--- src/sv/clel_pkg.sv ---
// ----------------------------------------------------------------------------
// clel_pkg
// Types, constants and helpers shared by the circular list engine.
// ----------------------------------------------------------------------------
package clel_pkg;

    // Store size and value width
    localparam int CAPACITY   = 256;
    localparam int VALUE_BITS = 32;
    localparam int IDX_W      = $clog2(CAPACITY);
    localparam int CNT_W      = $clog2(CAPACITY + 1);
    localparam int ENTRY_W    = 9;
    localparam int SKIP_W     = 16;
    localparam int SKIP_CNT_W = $clog2(SKIP_W);

    // Command codes
    localparam logic [3:0] MODE_PUSH_FRONT = 4'd0;
    localparam logic [3:0] MODE_PUSH_BACK  = 4'd1;
    localparam logic [3:0] MODE_POP_FRONT  = 4'd2;
    localparam logic [3:0] MODE_POP_BACK   = 4'd3;
    localparam logic [3:0] MODE_FIND       = 4'd4;
    localparam logic [3:0] MODE_INS_BEFORE = 4'd5;
    localparam logic [3:0] MODE_INS_AFTER  = 4'd6;
    localparam logic [3:0] MODE_REMOVE     = 4'd7;
    localparam logic [3:0] MODE_ELIMINATE  = 4'd8;

    // Status codes
    localparam logic [1:0] STAT_OK        = 2'd0;
    localparam logic [1:0] STAT_EMPTY     = 2'd1;
    localparam logic [1:0] STAT_NOT_FOUND = 2'd2;
    localparam logic [1:0] STAT_FULL      = 2'd3;

    typedef struct packed {
        logic [3:0]         mode;
        logic signed [31:0] search_key;
        logic signed [31:0] new_value;
        logic [15:0]        skip_count;
    } cmd_t;

    typedef struct packed {
        logic [1:0]         status;
        logic [8:0]         entry_count;
        logic signed [31:0] head_value;
    } rsp_t;

    typedef enum logic [4:0] {
        ST_INIT,
        ST_IDLE,
        ST_DECODE,
        ST_POPB,
        ST_FIND,
        ST_ALLOC,
        ST_ALLOC_W,
        ST_LINK1,
        ST_LINK2,
        ST_UNL_RD,
        ST_UNL_W1,
        ST_UNL_W2,
        ST_ELIM_CHK,
        ST_ELIM_DIV,
        ST_ELIM_WALK,
        ST_ELIM_STEP,
        ST_FIN,
        ST_FIN2
    } state_t;

    // Port word to stored value: sign extend, then keep VALUE_BITS
    function automatic logic [VALUE_BITS-1:0] to_val(input logic [31:0] x);
        logic [63:0] w;
        w = {{32{x[31]}}, x};
        return w[VALUE_BITS-1:0];
    endfunction

    // Stored value to port word: sign extend from VALUE_BITS, keep 32
    function automatic logic [31:0] from_val(input logic [VALUE_BITS-1:0] v);
        logic [127:0] w;
        w = {{(128 - VALUE_BITS){v[VALUE_BITS-1]}}, v};
        return w[31:0];
    endfunction

endpackage

--- src/sv/clel_rem.sv ---
// ----------------------------------------------------------------------------
// clel_rem
// Bit-serial remainder of the skip count by the node count, one bit a cycle.
// ----------------------------------------------------------------------------
module clel_rem (
    input  logic                       clk,
    input  logic                       rst_n,
    input  logic                       start,
    input  logic [clel_pkg::SKIP_W-1:0] dividend,
    input  logic [clel_pkg::CNT_W-1:0] divisor,
    output logic                       done,
    output logic [clel_pkg::CNT_W-1:0] remainder
);

    logic                              busy_reg, busy_next;
    logic                              done_reg, done_next;
    logic [clel_pkg::SKIP_CNT_W-1:0]   bit_cnt_reg, bit_cnt_next;
    logic [clel_pkg::SKIP_W-1:0]       dvd_reg, dvd_next;
    logic [clel_pkg::CNT_W-1:0]        rem_reg, rem_next;
    logic [clel_pkg::CNT_W:0]          trial;
    logic [clel_pkg::CNT_W:0]          diff;

    // restoring step: shift in one dividend bit, subtract when it fits
    always_comb
    begin
        trial        = {rem_reg, dvd_reg[clel_pkg::SKIP_W-1]};
        diff         = trial - {1'b0, divisor};
        busy_next    = busy_reg;
        done_next    = 1'b0;
        bit_cnt_next = bit_cnt_reg;
        dvd_next     = dvd_reg;
        rem_next     = rem_reg;
        if (start)
        begin
            busy_next    = 1'b1;
            bit_cnt_next = clel_pkg::SKIP_CNT_W'(clel_pkg::SKIP_W - 1);
            dvd_next     = dividend;
            rem_next     = '0;
        end
        else if (busy_reg)
        begin
            dvd_next = {dvd_reg[clel_pkg::SKIP_W-2:0], 1'b0};
            rem_next = (trial >= {1'b0, divisor}) ? diff[clel_pkg::CNT_W-1:0]
                                                  : trial[clel_pkg::CNT_W-1:0];
            if (bit_cnt_reg == '0)
            begin
                busy_next = 1'b0;
                done_next = 1'b1;
            end
            else
            begin
                bit_cnt_next = bit_cnt_reg - 1'b1;
            end
        end
    end

    always_ff @(posedge clk or negedge rst_n)
    begin
        if (!rst_n)
        begin
            busy_reg    <= 1'b0;
            done_reg    <= 1'b0;
            bit_cnt_reg <= '0;
        end
        else
        begin
            busy_reg    <= busy_next;
            done_reg    <= done_next;
            bit_cnt_reg <= bit_cnt_next;
        end
    end

    always_ff @(posedge clk)
    begin
        dvd_reg <= dvd_next;
        rem_reg <= rem_next;
    end

    assign done      = done_reg;
    assign remainder = rem_reg;

endmodule

--- config.mk ---
export PLATFORM = sky130hd
export DESIGN_NAME = clel_rem
export DESIGN_NICKNAME = d
export VERILOG_FILES = /design/src/sv/clel_pkg.sv /design/src/sv/clel_rem.sv
export SDC_FILE = /design/constraint.sdc
export NUM_CORES = 1
export LEC_CHECK = 0
export BUFFER_PORTS_ARGS = -buffer_cell sky130_fd_sc_hd__buf_2
export CAP_MARGIN = 25
export CORE_AREA = 3 3 77 79
export CTS_CLUSTER_SIZE = 28
export DETAILED_ROUTE_END_ITERATION = 12
export DIE_AREA = 0 0 80 82
export PLACE_DENSITY = 0.63
export RECOVER_POWER = 50
export SLEW_MARGIN = 20
export SYNTH_ARGS = -nofsm -noshare
export SYNTH_HDL_FRONTEND = slang
export SYNTH_SLANG_ARGS = --single-unit
export TNS_END_PERCENT = 20
--- constraint.sdc ---
create_clock -name clk -period 3.4 [get_ports clk]
set_clock_uncertainty 0.05 [all_clocks]
set_input_delay 1.02 -clock clk [delete_from_list [all_inputs] [get_ports clk]]
set_output_delay 1.02 -clock clk [all_outputs]
set_load 0.05 [all_outputs]
==> qor.txt <==
met2 usage - 16.2%
die footprint - 6560 um2
hold_buf cts - 0
worst-case clock buffer depth - 2
DR vias/cell - 4.76
core area - 5410 um2
Chip Width - 80 um
Port-buffer cells - 37
nets@finish - 238
post-synthesis instance total - 162
filler cell count - 552
R2R depth - 10
CP Capture Type - flop
ANT cells - 0
FF+latch area - 811 um2
Worst Path Buf+Inv - 3
antenna violations before repair - 0
Async S/R FF share, synth - 19.4%
Final min period - 2890 ps
IO Count - 38
grt met3 use - 3.40%
RSZ-0062 raised after global routing - false
Vias - 1294
cell area after layout - 2120 um2
first-pass GRT wire length - 5800 um
Detailed Place HPWL - 2490 um
Area Overhead vs Synth - 17.2%
met1 GRT Util - 16.3%
Mapped Nets - 201
area of the multi-input gates - 902 um2
Slew Viols, Final - 0
mean post-synth cell area - 11.2 um2
final wirelength - 3480 um
H-Tree Depth - 2
Total GRT Usage - 11.4%
# rows - 27
CP Data Required Time - 3440 ps
sequential share of the synthesized area - 44.8%
dpl cell area - 2050 um2
FF-to-FF End - remainder[4]$_SDFFE_PP0P_
GR Overflow Total - 0
HP Class - flop to flop
largest net degree at the start of global routing - 35
r2r startpoint - dvd_reg[15]$_DFFE_PP_
Final Hold Viols - 0
Final Util - 39.3%
CTS tree - built
slew margin rel. - 0.536%
Antenna Nets Post-Route - 0
commonest non-fill, non-tap cells in the layout - buf_2, edfxtp_1, mux2_2
status - complete, but fails checks
Finish-stage setup viols - 0
initial DRC count - 87
setup TNS - 0 ps
Synth Cell Area - 1810 um2
WHS Endpoint - bit_cnt_reg[1]$_DFFE_PN0P_
max incr delay on CP - 410 ps
Hold Path Depth - 1
Max Clk Rate - 0.346 GHz
Ys Warns - 0
CTS root buffer - clkbuf_8
Startpoint Class - primary input
Worst Max-Slew Pin Slew - 1490 ps
R2R Setup Slk - 820 ps
worst hold path startpoint - bit_cnt_reg[1]$_DFFE_PN0P_
Setup Buffers After CTS - 0
DRC viols - 0
Worst-Skew Late Latency - 270 ps
crit path kind - primary input to flop
PD cells - 660 nW/um2
Worst-path clk slew - 60 ps
WHS - 477 ps
Yosys cell types - 44
Largest register FFs - 16
Max IR drop VDD - 0.000306 V
gpl congestion - 0.776
Synth Flop Type - edfxtp_1
layout cells sized above 1 - 34.0%
First-pass DRT Iterations - 4
vias in the first global route - 1224
Max Cap Viol - 1
Leak Pwr - 0.963 nW
CTS Buf Count - 5
failing checks - max-capacitance violations
Post-synth EDFFs - 16
slowest CP cell - fa_1
starting density of the core - 33.5%
Top delay family on crit path - compound AO/OA/AOI/OAI gates
critical path cell sequence - buf_2 > ha_1 > inv_1 > fa_1 > a211oi_2 > o31ai_2 > a211oi_4 > buf_4 > mux2i_1 > a211oi_1
Tcrit/Tclk final - 85.0%
WL/cell - 12.8 um
Worst Path Arrival - 2930 ps
CTS resizes - 0
Most Crowded Layer GR - met1
peak fanout along the critical path - 12
Final Power - 1.40 mW
Sinks on Clock Net - 31
die height - 82 um
most common cell after layout, fill and taps aside - buf_2
Synth Register Bits - 31
==> worst max path at each step <==
stage | cells past startpoint | to | startpoint
3_3_place_gp | 10 | remainder[1]$_SDFFE_PP0P_ | divisor[0]
4_1_cts | 10 | remainder[4]$_SDFFE_PP0P_ | divisor[0]
6_report | 10 | remainder[4]$_SDFFE_PP0P_ | divisor[0]
5_1_grt | 10 | remainder[4]$_SDFFE_PP0P_ | divisor[0]
2_1_floorplan | 9 | remainder[1]$_SDFFE_PP0P_ | divisor[0]
3_5_place_dp | 10 | remainder[4]$_SDFFE_PP0P_ | divisor[0]
==> kinds of logic (layout without fill, tap and decap cells) <==
logic type | count (synthesis) | after routing | share of synthesized area, %
xor+xnor | 8 | 8 | 3.87
fa+ha+maj | 11 | 11 | 8.02
simple gates | 42 | 42 | 13.1
flops | 31 | 31 | 44.8
compound gates | 29 | 29 | 13.3
mux | 19 | 19 | 11.5
buf+inv | 22 | 60 | 5.39
==> layer usage <==
metal,vias up,wire [um]
met5,-,0
met4,0,51
met3,4,117
met2,21,1560
met1,609,1750
li1,660,-
==> synth_stat cells (all sizes together), types with 3 or more instances <==
master	number	area share (%)
nand2b	5	1.7
edfxtp	16	27
a31oi	3	1.0
mux2i	4	2.2
a21o	3	1.2
inv	14	2.9
nand2	5	1.0
ha	10	6.9
mux2	15	9.3
a211o	3	1.5
or2	3	1.0
xnor2	5	2.4
a211oi	6	3.5
a21oi	3	0.83
dfxtp	9	10
nor2	12	2.5
clkbuf	6	1.2
dfrtp	6	8.3
or3b	3	1.5
xor2	3	1.5
==> stage by stage <==
stage / cells / setup slack, ps
after floorplan: 162 / 483
final: 272 / 508
after global routing: 272 / 345
after global placement: 264 / 285
after CTS: 272 / 525
after detailed placement: 264 / 223
==> power breakdown <==
group	internal (mW)	total (mW)	leakage, nW	switching [mW]
registers	0.456	0.509	0.306	0.0525
logic	0.252	0.623	0.616	0.371
clock network	0.139	0.270	0.0403	0.130
==> layout make-up <==
cell class              instances  share of cell area (%)
multi-input cells             109                    42.5
inverters                      14                    2.48
repair buffers                 38                    8.79
flip-flops and latches         31                    38.2
clock buffers                   6                    3.42
clock inverters                 2                   0.354
well taps                      72                    4.25
(Power assumes the default switching activity.)
